[src/rtl/ffa_pkg.sv]
// Package for the first-fit heap allocator.
// Holds request and status codes, field widths and the sequencer state type.
// No dependencies.
package ffa_pkg;

    localparam int REQ_W     = 2;
    localparam int SIZE_W    = 32;
    localparam int ADDR_W    = 64;
    localparam int STATUS_W  = 3;
    localparam int BYTES_W   = 16;
    localparam int COUNT_W   = 12;
    localparam int IN_DATA_W  = 104;
    localparam int OUT_DATA_W = 144;

    localparam logic [REQ_W-1:0] REQ_ALLOC = 2'd0;
    localparam logic [REQ_W-1:0] REQ_FREE  = 2'd1;

    localparam logic [STATUS_W-1:0] ST_OK        = 3'd0;
    localparam logic [STATUS_W-1:0] ST_DISABLED  = 3'd1;
    localparam logic [STATUS_W-1:0] ST_NO_FIT    = 3'd2;
    localparam logic [STATUS_W-1:0] ST_BAD_PTR   = 3'd3;
    localparam logic [STATUS_W-1:0] ST_NOT_FOUND = 3'd4;

    localparam logic CFG_ENABLE = 1'b0;
    localparam logic CFG_BASE   = 1'b1;

    typedef enum logic [3:0] {
        S_IDLE,
        S_CHECK,
        S_ARD,
        S_AEV,
        S_ASPL,
        S_FRD,
        S_FEV,
        S_MRD,
        S_MLD,
        S_MNX,
        S_MEV,
        S_SRD,
        S_SEV,
        S_DONE
    } seq_state_t;

    typedef struct packed {
        logic idle;
        logic done;
    } seq_stat_t;

endpackage

[src/rtl/ffa_seq.sv]
// Request sequencer: walks the block list for allocate, free, merge and statistics.
// Depends on ffa_pkg; drives the ffa_store ports.
module ffa_seq #(
    parameter int HEAP_BYTES = 65536,
    parameter int HEADER_BYTES = 24,
    parameter int ALIGN_BYTES = 8,
    parameter int MIN_PAYLOAD_BYTES = 8,
    parameter int SW = 13,
    parameter int LW = 14,
    parameter int ZW = 16,
    parameter int EW = 31
) (
    input  logic                             clk,
    input  logic                             rst_n,
    input  logic                             in_valid,
    input  logic [ffa_pkg::REQ_W-1:0]        in_req_type,
    input  logic [ffa_pkg::SIZE_W-1:0]       in_alloc_size,
    input  logic [ffa_pkg::ADDR_W-1:0]       in_block_address,
    input  logic                             heap_enable,
    input  logic [ffa_pkg::ADDR_W-1:0]       heap_base,
    input  logic                             res_take,
    output ffa_pkg::seq_stat_t               stat,
    output logic [ffa_pkg::STATUS_W-1:0]     res_status,
    output logic [ffa_pkg::ADDR_W-1:0]       res_payload_address,
    output logic [ffa_pkg::BYTES_W-1:0]      res_hole_bytes,
    output logic [ffa_pkg::BYTES_W-1:0]      res_busy_bytes,
    output logic [ffa_pkg::BYTES_W-1:0]      res_max_hole,
    output logic [ffa_pkg::COUNT_W-1:0]      res_hole_count,
    output logic [ffa_pkg::COUNT_W-1:0]      res_busy_count,
    output logic                             rd_en,
    output logic [SW-1:0]                    rd_addr,
    input  logic [EW-1:0]                    rd_data,
    output logic                             wr_en,
    output logic [SW-1:0]                    wr_addr,
    output logic [EW-1:0]                    wr_data
);

    localparam int AS = $clog2(ALIGN_BYTES);
    localparam int NW = ffa_pkg::SIZE_W + 1;
    localparam int OW = ZW + 2;
    localparam logic [LW-1:0] END_LINK = LW'(1 << SW);

    ffa_pkg::seq_state_t state_reg, state_next;
    logic [ffa_pkg::REQ_W-1:0]    req_reg;
    logic [ffa_pkg::ADDR_W-1:0]   addr_reg;
    logic [NW-1:0]                need_reg, need_next;
    logic                         en_reg;
    logic [SW-1:0]                cur_reg, cur_next;
    logic [SW-1:0]                target_reg, target_next;
    logic [SW-1:0]                cidx_reg, cidx_next;
    logic [ZW-1:0]                csize_reg, csize_next;
    logic                         cfree_reg, cfree_next;
    logic [LW-1:0]                cnext_reg, cnext_next;
    logic [ffa_pkg::STATUS_W-1:0] status_reg, status_next;
    logic [ffa_pkg::ADDR_W-1:0]   pay_reg, pay_next;
    logic [ffa_pkg::BYTES_W-1:0]  fb_reg, fb_next, ub_reg, ub_next;
    logic [ZW-1:0]                lf_reg, lf_next;
    logic [ffa_pkg::COUNT_W-1:0]  fc_reg, fc_next, uc_reg, uc_next;

    logic [ZW-1:0] d_size;
    logic          d_free;
    logic [LW-1:0] d_next;
    logic [NW:0]   d_size_x;
    logic          fits, split;
    logic [ZW:0]   step;
    logic [LW-1:0] ns_link;
    logic [ZW-1:0] rem_size;
    logic [ffa_pkg::ADDR_W-1:0] off, new_pay;
    logic          bad_ptr, misal;
    logic [ZW-1:0] hoff;
    logic [OW-1:0] a_end, b_off;
    logic          merge;
    logic [NW-1:0] need_in;

    assign d_size   = rd_data[EW-1 -: ZW];
    assign d_free   = rd_data[LW];
    assign d_next   = rd_data[LW-1:0];
    assign d_size_x = (NW+1)'(d_size);
    assign fits     = d_free && ({1'b0, need_reg} <= d_size_x);
    assign split    = ({1'b0, need_reg} + (NW+1)'(HEADER_BYTES + MIN_PAYLOAD_BYTES))
                      <= d_size_x;
    assign step     = (ZW+1)'(need_reg[ZW-1:0]) + (ZW+1)'(HEADER_BYTES);
    assign ns_link  = LW'(cur_reg) + LW'(step >> AS);
    assign rem_size = d_size - need_reg[ZW-1:0] - ZW'(HEADER_BYTES);
    assign new_pay  = heap_base + ffa_pkg::ADDR_W'({cur_reg, {AS{1'b0}}})
                      + ffa_pkg::ADDR_W'(HEADER_BYTES);

    assign off     = addr_reg - heap_base;
    assign bad_ptr = (addr_reg < heap_base)
                     || (off < ffa_pkg::ADDR_W'(HEADER_BYTES))
                     || (off >= ffa_pkg::ADDR_W'(HEAP_BYTES))
                     || (addr_reg[AS-1:0] != '0);
    assign misal   = (off[AS-1:0] != '0);
    assign hoff    = off[ZW-1:0] - ZW'(HEADER_BYTES);

    assign a_end = OW'({cidx_reg, {AS{1'b0}}}) + OW'(HEADER_BYTES) + OW'(csize_reg);
    assign b_off = OW'({cnext_reg[SW-1:0], {AS{1'b0}}});
    assign merge = cfree_reg && d_free && (a_end == b_off);

    assign need_in = (NW'(in_alloc_size) + NW'(ALIGN_BYTES - 1))
                     & ~NW'(ALIGN_BYTES - 1);

    always_ff @(posedge clk or negedge rst_n)
    begin
        if (!rst_n)
        begin
            state_reg <= ffa_pkg::S_IDLE;
        end
        else
        begin
            state_reg <= state_next;
        end
    end

    always_ff @(posedge clk)
    begin
        if (state_reg == ffa_pkg::S_IDLE && in_valid)
        begin
            req_reg  <= in_req_type;
            addr_reg <= in_block_address;
            en_reg   <= heap_enable;
        end
        need_reg   <= need_next;
        cur_reg    <= cur_next;
        target_reg <= target_next;
        cidx_reg   <= cidx_next;
        csize_reg  <= csize_next;
        cfree_reg  <= cfree_next;
        cnext_reg  <= cnext_next;
        status_reg <= status_next;
        pay_reg    <= pay_next;
        fb_reg     <= fb_next;
        ub_reg     <= ub_next;
        lf_reg     <= lf_next;
        fc_reg     <= fc_next;
        uc_reg     <= uc_next;
    end

    always_comb
    begin
        state_next  = state_reg;
        need_next   = need_reg;
        cur_next    = cur_reg;
        target_next = target_reg;
        cidx_next   = cidx_reg;
        csize_next  = csize_reg;
        cfree_next  = cfree_reg;
        cnext_next  = cnext_reg;
        status_next = status_reg;
        pay_next    = pay_reg;
        fb_next     = fb_reg;
        ub_next     = ub_reg;
        lf_next     = lf_reg;
        fc_next     = fc_reg;
        uc_next     = uc_reg;
        rd_en       = 1'b0;
        rd_addr     = cur_reg;
        wr_en       = 1'b0;
        wr_addr     = cur_reg;
        wr_data     = {d_size, d_free, d_next};
        unique case (state_reg)
            ffa_pkg::S_IDLE:
            begin
                if (in_valid)
                begin
                    need_next   = need_in;
                    status_next = ffa_pkg::ST_OK;
                    pay_next    = '0;
                    fb_next     = '0;
                    ub_next     = '0;
                    lf_next     = '0;
                    fc_next     = '0;
                    uc_next     = '0;
                    cur_next    = '0;
                    state_next  = ffa_pkg::S_CHECK;
                end
            end
            ffa_pkg::S_CHECK:
            begin
                state_next = en_reg ? ffa_pkg::S_SRD : ffa_pkg::S_DONE;
                if (req_reg == ffa_pkg::REQ_ALLOC)
                begin
                    if (!en_reg)
                    begin
                        status_next = ffa_pkg::ST_DISABLED;
                    end
                    else if (need_reg == '0)
                    begin
                        status_next = ffa_pkg::ST_DISABLED;
                    end
                    else
                    begin
                        state_next = ffa_pkg::S_ARD;
                    end
                end
                else if (req_reg == ffa_pkg::REQ_FREE)
                begin
                    if (!en_reg)
                    begin
                        status_next = ffa_pkg::ST_DISABLED;
                    end
                    else if (bad_ptr)
                    begin
                        status_next = ffa_pkg::ST_BAD_PTR;
                    end
                    else if (misal)
                    begin
                        status_next = ffa_pkg::ST_NOT_FOUND;
                    end
                    else
                    begin
                        target_next = hoff[AS +: SW];
                        state_next  = ffa_pkg::S_FRD;
                    end
                end
            end
            ffa_pkg::S_ARD:
            begin
                rd_en      = 1'b1;
                state_next = ffa_pkg::S_AEV;
            end
            ffa_pkg::S_AEV:
            begin
                if (fits)
                begin
                    pay_next = new_pay;
                    if (split)
                    begin
                        wr_en      = 1'b1;
                        wr_addr    = ns_link[SW-1:0];
                        wr_data    = {rem_size, 1'b1, d_next};
                        csize_next = need_reg[ZW-1:0];
                        cnext_next = ns_link;
                        state_next = ffa_pkg::S_ASPL;
                    end
                    else
                    begin
                        wr_en      = 1'b1;
                        wr_data    = {d_size, 1'b0, d_next};
                        cur_next   = '0;
                        state_next = ffa_pkg::S_SRD;
                    end
                end
                else if (d_next >= END_LINK)
                begin
                    status_next = ffa_pkg::ST_NO_FIT;
                    cur_next    = '0;
                    state_next  = ffa_pkg::S_SRD;
                end
                else
                begin
                    cur_next   = d_next[SW-1:0];
                    state_next = ffa_pkg::S_ARD;
                end
            end
            ffa_pkg::S_ASPL:
            begin
                wr_en      = 1'b1;
                wr_data    = {csize_reg, 1'b0, cnext_reg};
                cur_next   = '0;
                state_next = ffa_pkg::S_SRD;
            end
            ffa_pkg::S_FRD:
            begin
                rd_en      = 1'b1;
                state_next = ffa_pkg::S_FEV;
            end
            ffa_pkg::S_FEV:
            begin
                if (cur_reg == target_reg)
                begin
                    if (d_free)
                    begin
                        status_next = ffa_pkg::ST_NOT_FOUND;
                        cur_next    = '0;
                        state_next  = ffa_pkg::S_SRD;
                    end
                    else
                    begin
                        wr_en      = 1'b1;
                        wr_data    = {d_size, 1'b1, d_next};
                        state_next = ffa_pkg::S_MRD;
                    end
                end
                else if (d_next >= END_LINK)
                begin
                    status_next = ffa_pkg::ST_NOT_FOUND;
                    cur_next    = '0;
                    state_next  = ffa_pkg::S_SRD;
                end
                else
                begin
                    cur_next   = d_next[SW-1:0];
                    state_next = ffa_pkg::S_FRD;
                end
            end
            ffa_pkg::S_MRD:
            begin
                rd_en      = 1'b1;
                rd_addr    = '0;
                state_next = ffa_pkg::S_MLD;
            end
            ffa_pkg::S_MLD:
            begin
                cidx_next  = '0;
                csize_next = d_size;
                cfree_next = d_free;
                cnext_next = d_next;
                state_next = ffa_pkg::S_MNX;
            end
            ffa_pkg::S_MNX:
            begin
                if (cnext_reg >= END_LINK)
                begin
                    cur_next   = '0;
                    state_next = ffa_pkg::S_SRD;
                end
                else
                begin
                    rd_en      = 1'b1;
                    rd_addr    = cnext_reg[SW-1:0];
                    state_next = ffa_pkg::S_MEV;
                end
            end
            ffa_pkg::S_MEV:
            begin
                if (merge)
                begin
                    csize_next = csize_reg + ZW'(HEADER_BYTES) + d_size;
                    cnext_next = d_next;
                    wr_en      = 1'b1;
                    wr_addr    = cidx_reg;
                    wr_data    = {csize_reg + ZW'(HEADER_BYTES) + d_size, cfree_reg, d_next};
                end
                else
                begin
                    cidx_next  = cnext_reg[SW-1:0];
                    csize_next = d_size;
                    cfree_next = d_free;
                    cnext_next = d_next;
                end
                state_next = ffa_pkg::S_MNX;
            end
            ffa_pkg::S_SRD:
            begin
                rd_en      = 1'b1;
                state_next = ffa_pkg::S_SEV;
            end
            ffa_pkg::S_SEV:
            begin
                if (d_free)
                begin
                    fc_next = fc_reg + 1'b1;
                    fb_next = fb_reg + ffa_pkg::BYTES_W'(d_size);
                    if (d_size > lf_reg)
                    begin
                        lf_next = d_size;
                    end
                end
                else
                begin
                    uc_next = uc_reg + 1'b1;
                    ub_next = ub_reg + ffa_pkg::BYTES_W'(d_size);
                end
                if (d_next >= END_LINK)
                begin
                    state_next = ffa_pkg::S_DONE;
                end
                else
                begin
                    cur_next   = d_next[SW-1:0];
                    state_next = ffa_pkg::S_SRD;
                end
            end
            ffa_pkg::S_DONE:
            begin
                if (res_take)
                begin
                    state_next = ffa_pkg::S_IDLE;
                end
            end
            default:
            begin
                state_next = ffa_pkg::S_IDLE;
            end
        endcase
    end

    assign stat.idle           = (state_reg == ffa_pkg::S_IDLE);
    assign stat.done           = (state_reg == ffa_pkg::S_DONE);
    assign res_status          = status_reg;
    assign res_payload_address = pay_reg;
    assign res_hole_bytes      = fb_reg;
    assign res_busy_bytes      = ub_reg;
    assign res_max_hole        = ffa_pkg::BYTES_W'(lf_reg);
    assign res_hole_count      = fc_reg;
    assign res_busy_count      = uc_reg;

`ifndef SYNTHESIS
    a_no_rw_same: assert property (@(posedge clk) disable iff (!rst_n)
        !(rd_en && wr_en && (rd_addr == wr_addr)))
        else $error("read and write of the same slot in one cycle");
    a_eval_after_read: assert property (@(posedge clk) disable iff (!rst_n)
        (state_reg == ffa_pkg::S_AEV) |-> $past(state_reg == ffa_pkg::S_ARD))
        else $error("allocate evaluation without a read");
    a_fail_no_addr: assert property (@(posedge clk) disable iff (!rst_n)
        (state_reg == ffa_pkg::S_DONE && status_reg != ffa_pkg::ST_OK)
        |-> (pay_reg == '0))
        else $error("payload address on a failed request");
`endif

endmodule

[config.mk]
export PLATFORM = sky130hd
export DESIGN_NAME = ffa_seq
export DESIGN_NICKNAME = d
export VERILOG_FILES = /design/src/rtl/ffa_pkg.sv /design/src/rtl/ffa_seq.sv
export SDC_FILE = /design/constraint.sdc
export NUM_CORES = 1
export LEC_CHECK = 0
export BUFFER_PORTS_ARGS = -buffer_cell sky130_fd_sc_hd__buf_2
export CORE_MARGIN = 2
export CORE_UTILIZATION = 38
export CTS_CLUSTER_DIAMETER = 40
export DETAILED_ROUTE_END_ITERATION = 8
export GPL_TIMING_DRIVEN = 1
export SKIP_LAST_GASP = 1
export SYNTH_ARGS = -nofsm -noshare
export SYNTH_HDL_FRONTEND = slang
export SYNTH_SLANG_ARGS = --single-unit
[constraint.sdc]
create_clock -name clk -period 8.5 [get_ports clk]
set_clock_uncertainty 0.15 [all_clocks]
set_input_delay 2.125 -clock clk [delete_from_list [all_inputs] [get_ports clk]]
set_output_delay 2.125 -clock clk [all_outputs]
set_load 0.03 [all_outputs]
==> impl_metrics.env, run 1 <==
export IMPL_layout_drive_gt1_share=0.1809
export IMPL_synth_edf_count=306
export IMPL_core_area_sq_um=67280
export IMPL_worst_ep_arrival_time_ns=5.85
export IMPL_finalHoldViolCount=0
export IMPL_setup_viol_count_final=0
export IMPL_firstDrtPassIters=6
export IMPL_grt_setup_unrepaired="no"
export IMPL_numCtsBuffers=68
export IMPL_dieArea_sq_um=70110
export IMPL_grt_pass1_vias=22683
export IMPL_grt_first_pass_wirelength_mm=133.9
export IMPL_status="finished clean"
export IMPL_rr_startpoint="addr_reg[0]$_DFFE_PP_"
export IMPL_end_kind="output pin"
export IMPL_syn_area_per_cell_sq_um=8.992
export IMPL_post_drt_wl_per_cell_um=21.14
export IMPL_viasPerCell=5.559
export IMPL_ys_types=92
export IMPL_async_reset_ff_frac=0.01290
export IMPL_total_power_mw=9.253
export IMPL_ir_drop_mv=0.1373
export IMPL_hp_class="register to register"
export IMPL_fillers=6607
export IMPL_synth_common_cells="nor2_1, edfxtp_1, nand2_1, ha_1, inv_1"
export IMPL_period_needed_ns=8.123
export IMPL_ant_nets=0
export IMPL_globalplace_congestion=0.9458
export IMPL_ctsHoldBuffers=0
export IMPL_synth_top_area_frac=0.3556
export IMPL_yosys_most_used_dff="edfxtp_1"
export IMPL_relSlewSlack=0.3090
export IMPL_drcViolationCount=0
export IMPL_yosysWarnings=0
export IMPL_die_h_um=264.8
export IMPL_fp_dieW_um=264.8
export IMPL_drt_wl_total_mm=89.13
export IMPL_htreeDepth=3
export IMPL_critical_path_peak_fanout=3
export IMPL_p_leak_nw=13.26
export IMPL_cp_start_kind="input pin"
export IMPL_grt_max_degree=73
export IMPL_port_buffers=397
export IMPL_fin_nets=3750
export IMPL_start_util=0.3841
export IMPL_cts_setup_buffers=0
export IMPL_cp_startpoint="rd_data[18]"
export IMPL_antenna_found_initial=16
export IMPL_clock_latency_ns=0.60
export IMPL_slew_viol_final=0
export IMPL_finalSetupTns_ns=0
export IMPL_ctsLongestPathBuffers=3
export IMPL_synth_cell_area_sq_um=25840
export IMPL_cts_sinks=310
export IMPL_syn_num_nets=3340
export IMPL_ios=398
export IMPL_post_synth_top_count_cell="nor2_1"
export IMPL_cts_tree="done"
export IMPL_maxClockFrequency_ghz=0.1231
export IMPL_crit_type="input pin to output pin"
export IMPL_drtIter0Drc=1840
export IMPL_syn_to_final_growth_pct=20.78
export IMPL_dp_hpwl_mm=70.20
export IMPL_clk_pin_slew_worst_paths_ns=0.05
export IMPL_syn_inst=2874
export IMPL_synthTopCellsByArea="edfxtp_1, ha_1, xnor2_1"
export IMPL_cts_root_buffer="clkbuf_16"
export IMPL_rows=95
export IMPL_worstHoldStart="res_hole_count[11]$_SDFFCE_PN0P_"
export IMPL_track_usage=0.2484
export IMPL_vias=23438
export IMPL_yosysSeqAreaShare=0.3594
export IMPL_worst_pin_slew_ns=1.034
export IMPL_cp_data_required_time_ns=6.23
export IMPL_maxCapViolCount=0
export IMPL_grt_overflow_total=0
export IMPL_finalCritPeriodShare=0.9557
export IMPL_powerDensity_nw_per_um2=296.4
export IMPL_synth_seq_cells=310
export IMPL_synth_top_area_cell="edfxtp_1"
export IMPL_ctsResizeCount=0
-- layout by cell type, fill, tap and decap left out, types with 34 or more instances in the layout --
cell type and instances:
a21o_1 53, a21oi_1 177, and3_1 40, buf_2 397
buf_4 34, clkbuf_16 70, edfxtp_1 306, ha_1 255
inv_1 225, nand2_1 258, nand3_1 96, nand4_1 67
nor2_1 309, nor3_1 73, o21ai_0 155, xnor2_1 172
xor2_1 84
-- per-layer routing --
layer  track usage  vias up  part of all wire
li1              -    11262                 -
met1        0.3162    11075              0.42
met2        0.4141      876              0.47
met3       0.05425      201             0.077
met4       0.09085       24             0.034
met5             0        -            0.0018
-- stage by stage --
step                std cells  hold WS [ns]  cell area (sq um)    util  setup WS (ns)
floorplan                2874        0.4385              25840       -         0.9197
global placement         4087        0.4455              28810  0.4283         0.5016
detailed placement       4087        0.4611              28810  0.4283         0.4333
finish                   4216        0.4647              31210  0.4640         0.3770
CTS                      4211        0.4762              31200  0.4638         0.4178
global route             4213        0.5066              31210  0.4639         0.1158
-- path summary, 6_finish.rpt --
path	cells after the start	endpoint	slack, ns
min reg2reg	2	res_hole_count[11]$_SDFFCE_PN0P_	0.46
min in group asynchronous	1	state_reg[3]$_DFFE_PN0P_	1.17
max in group asynchronous	1	state_reg[2]$_DFFE_PN0P_	6.90
max	17	wr_data[30]	0.38
min	2	res_hole_count[11]$_SDFFCE_PN0P_	0.46
max reg2reg	16	target_reg[5]$_DFFE_PP_	3.30
-- final cells by class --
class,count,area (sq um),area share
sequential,310,9289,0.2976
timing repair buffer,431,2242,0.07183
clock inverter,49,619.3,0.01984
inverter,227,854.6,0.02738
clock buffer,75,1770,0.05672
multi-input combinational,2246,15330,0.4913
antenna,5,12.51,0.0004008
tap,873,1092,0.03499
-- cell families after synthesis --
family / count (synthesis) / share of synthesized area
AO/OA/AOI/OAI: 641 / 0.1609
XOR/XNOR: 256 / 0.08676
AND/OR/NAND/NOR: 1036 / 0.1923
buffers and inverters: 318 / 0.04895
adder cells (fa/ha/maj): 268 / 0.1335
multiplexers: 45 / 0.01820
flip-flops: 310 / 0.3594
-- critical path: stages --
cell	delay, ns
buf_2	0.09
inv_1	0.11
ha_1	0.30
inv_1	0.04
ha_1	0.33
nor2b_1	0.15
o21ai_0	0.19
a21boi_0	0.16
o21a_1	0.22
o311ai_0	0.41
a31oi_1	0.19
a21o_1	0.21
a21oi_1	0.17
xnor2_1	0.21
nor4b_1	0.08
or4_1	0.63
buf_2	0.23
-- power by group --
part / internal, mW / switching, mW / total [mW]
combinational: 1.44 / 2.60 / 4.05
sequential: 2.08 / 0.356 / 2.44
clock: 1.85 / 0.922 / 2.77
total: 5.37 / 3.88 / 9.25
No activity file was read; power rests on OpenSTA's default activity.
==> run 2, diff against run 1 <==
--- a/config.mk
+++ b/config.mk
@@ -6,11 +6,14 @@
 export NUM_CORES = 1
 export LEC_CHECK = 0
 export BUFFER_PORTS_ARGS = -buffer_cell sky130_fd_sc_hd__buf_2
+export CELL_PAD_IN_SITES_DETAIL_PLACEMENT = 0
+export CELL_PAD_IN_SITES_GLOBAL_PLACEMENT = 2
 export CORE_MARGIN = 2
-export CORE_UTILIZATION = 38
+export CORE_UTILIZATION = 36
 export CTS_CLUSTER_DIAMETER = 40
 export DETAILED_ROUTE_END_ITERATION = 8
 export GPL_TIMING_DRIVEN = 1
+export PLACE_DENSITY_LB_ADDON = 0.1
 export SKIP_LAST_GASP = 1
 export SYNTH_ARGS = -nofsm -noshare
 export SYNTH_HDL_FRONTEND = slang
==> impl_metrics.env, run 2 (synthesis results as in run 1) <==
export IMPL_die_h_um=271.9
export IMPL_grt_max_degree=70
export IMPL_globalplace_congestion=0.9325
export IMPL_fp_dieW_um=271.9
export IMPL_met2_usage=0.4637
export IMPL_cts_setup_buffers=0
export IMPL_ctsResizeCount=0
export IMPL_cts_tree="done"
export IMPL_critical_path_peak_fanout=3
export IMPL_powerDensity_nw_per_um2=299.2
export IMPL_finalCritPeriodShare=0.9617
export IMPL_cp_data_required_time_ns=6.23
export IMPL_finalHoldViolCount=0
export IMPL_rr_startpoint="cur_reg[1]$_DFFE_PP_"
export IMPL_finalSetupTns_ns=0
export IMPL_fillers=7134
export IMPL_placed_cell_area_sq_um=28970
export IMPL_fin_nets=3763
export IMPL_core_area_sq_um=71240
export IMPL_rows=98
export IMPL_viasPerCell=5.474
export IMPL_clk_pin_slew_worst_paths_ns=0.04
export IMPL_htreeDepth=3
export IMPL_clock_latency_ns=0.62
export IMPL_grt_setup_unrepaired="no"
export IMPL_grt_first_pass_wirelength_mm=148.4
export IMPL_numCtsBuffers=75
export IMPL_drt_wl_total_mm=99.93
export IMPL_ir_drop_mv=0.2119
export IMPL_cp_start_kind="input pin"
export IMPL_switching_share=0.4239
export IMPL_clock_power_share=0.310
export IMPL_grt_pass1_vias=23733
export IMPL_post_drt_wl_per_cell_um=23.20
export IMPL_p_int_mw=5.436
export IMPL_drtIter0Drc=1525
export IMPL_antenna_found_initial=13
export IMPL_p_leak_nw=13.42
export IMPL_dp_hpwl_mm=79.54
export IMPL_layout_drive_gt1_share=0.1865
export IMPL_worst_pin_slew_ns=1.227
export IMPL_vias=23584
export IMPL_fin_area_sq_um=31530
export IMPL_setup_viol_count_final=0
export IMPL_firstDrtPassIters=6
export IMPL_dieArea_sq_um=73950
export IMPL_start_util=0.3628
export IMPL_port_buffers=397
export IMPL_status="finished clean"
export IMPL_syn_to_final_growth_pct=22.00
export IMPL_crit_type="input pin to output pin"
export IMPL_use_met1=0.3267
export IMPL_maxCapViolCount=0
export IMPL_grt_overflow_total=0
export IMPL_ios=398
export IMPL_grt_busiest_layer="met2"
export IMPL_cp_startpoint="rd_data[16]"
export IMPL_drcViolationCount=0
export IMPL_relSlewSlack=0.1799
export IMPL_worst_ep_arrival_time_ns=5.90
export IMPL_maxClockFrequency_ghz=0.1223
export IMPL_track_usage=0.2636
export IMPL_final_cell_mix="buf_2, nor2_1, edfxtp_1, nand2_1, ha_1"
export IMPL_switching_power_mw=4.000
export IMPL_comb_power_share=0.430
export IMPL_end_kind="output pin"
export IMPL_cts_sinks=310
export IMPL_hp_class="register to register"
export IMPL_ant_nets=0
export IMPL_cts_root_buffer="clkbuf_16"
export IMPL_worstHoldStart="res_busy_count[11]$_SDFFCE_PN0P_"
export IMPL_final_common_cell="buf_2"
export IMPL_slew_viol_final=0
export IMPL_grt_met3_usage=0.04866
export IMPL_ctsLongestPathBuffers=3
export IMPL_ctsHoldBuffers=0
export IMPL_period_needed_ns=8.175
export IMPL_power_frac_seq=0.260
==> run 2: cell types whose count changed in the layout (fill, tap and decap cells not counted), sizes merged <==
cell / before / now
buf: 431 / 437
bufinv: 11 / 9
clkbuf: 75 / 81
clkinv: 17 / 30
clkinvlp: 12 / 4
diode: 5 / 1
inv: 236 / 240
==> run 2: cell type report <==
type / instances / area [sq um] / share of cell area
timing repair buffer: 437 / 2287 / 0.07254
multi-input combinational: 2246 / 15350 / 0.4867
inverter: 227 / 854.6 / 0.02710
tap: 950 / 1189 / 0.03770
clock buffer: 81 / 1899 / 0.06024
sequential: 310 / 9289 / 0.2946
antenna: 1 / 2.502 / 0.00007937
clock inverter: 56 / 661.9 / 0.02099
==> run 2: worst paths after layout <==
check,endpoint,cells past startpoint,slack (ns)
max reg2reg,res_payload_address[52]$_SDFFCE_PN0P_,18,3.06
min,res_busy_count[11]$_SDFFCE_PN0P_,2,0.47
max,wr_data[30],17,0.33
max in group asynchronous,state_reg[3]$_DFFE_PN0P_,1,6.87
min in group asynchronous,state_reg[0]$_DFFE_PN0P_,1,1.18
min reg2reg,res_busy_count[11]$_SDFFCE_PN0P_,2,0.47
==> run 2: power by group through the flow <==
stage               clock [mW]  combinational, mW  sequential [mW]
floorplan                    0               2.76             2.40
global placement             0               4.01             2.47
detailed placement           0               4.04             2.47
CTS                       2.98               4.06             2.45
global route              3.06               4.47             2.48
finish                    2.93               4.06             2.45
==> run 2: worst max-delay path, cell delays in order <==
cell      delay [ns]
buf_2           0.12
ha_1            0.29
ha_1            0.22
inv_1           0.07
fa_1            0.21
nor2b_1         0.05
o21ai_0         0.24
a21boi_0        0.17
o21a_1          0.23
o311ai_0        0.41
a31oi_1         0.24
a21o_1          0.23
a21oi_1         0.17
xnor2_1         0.20
nor4b_1         0.09
or4_1           0.60
buf_2           0.22
==> run 2: metrics by stage <==
step | power (mW) | hold slack (ns) | setup slack [ns] | instances | util
floorplan | 5.158 | 0.4385 | 0.9197 | 2874 | -
global placement | 6.487 | 0.4439 | -0.008604 | 4170 | 0.4066
detailed placement | 6.516 | 0.4478 | 0.3536 | 4170 | 0.4066
CTS | 9.493 | 0.4643 | 0.3326 | 4307 | 0.4426
global route | 10.00 | 0.4818 | 0.08220 | 4308 | 0.4426
finish | 9.435 | 0.4666 | 0.3255 | 4308 | 0.4426
==> run 2: layer usage <==
layer | up-vias | wire, um | share of wire
li1 | 11298 | - | -
met1 | 11444 | 42180 | 0.42
met2 | 682 | 49300 | 0.49
met3 | 142 | 5400 | 0.054
met4 | 18 | 2942 | 0.029
met5 | - | 106 | 0.0011
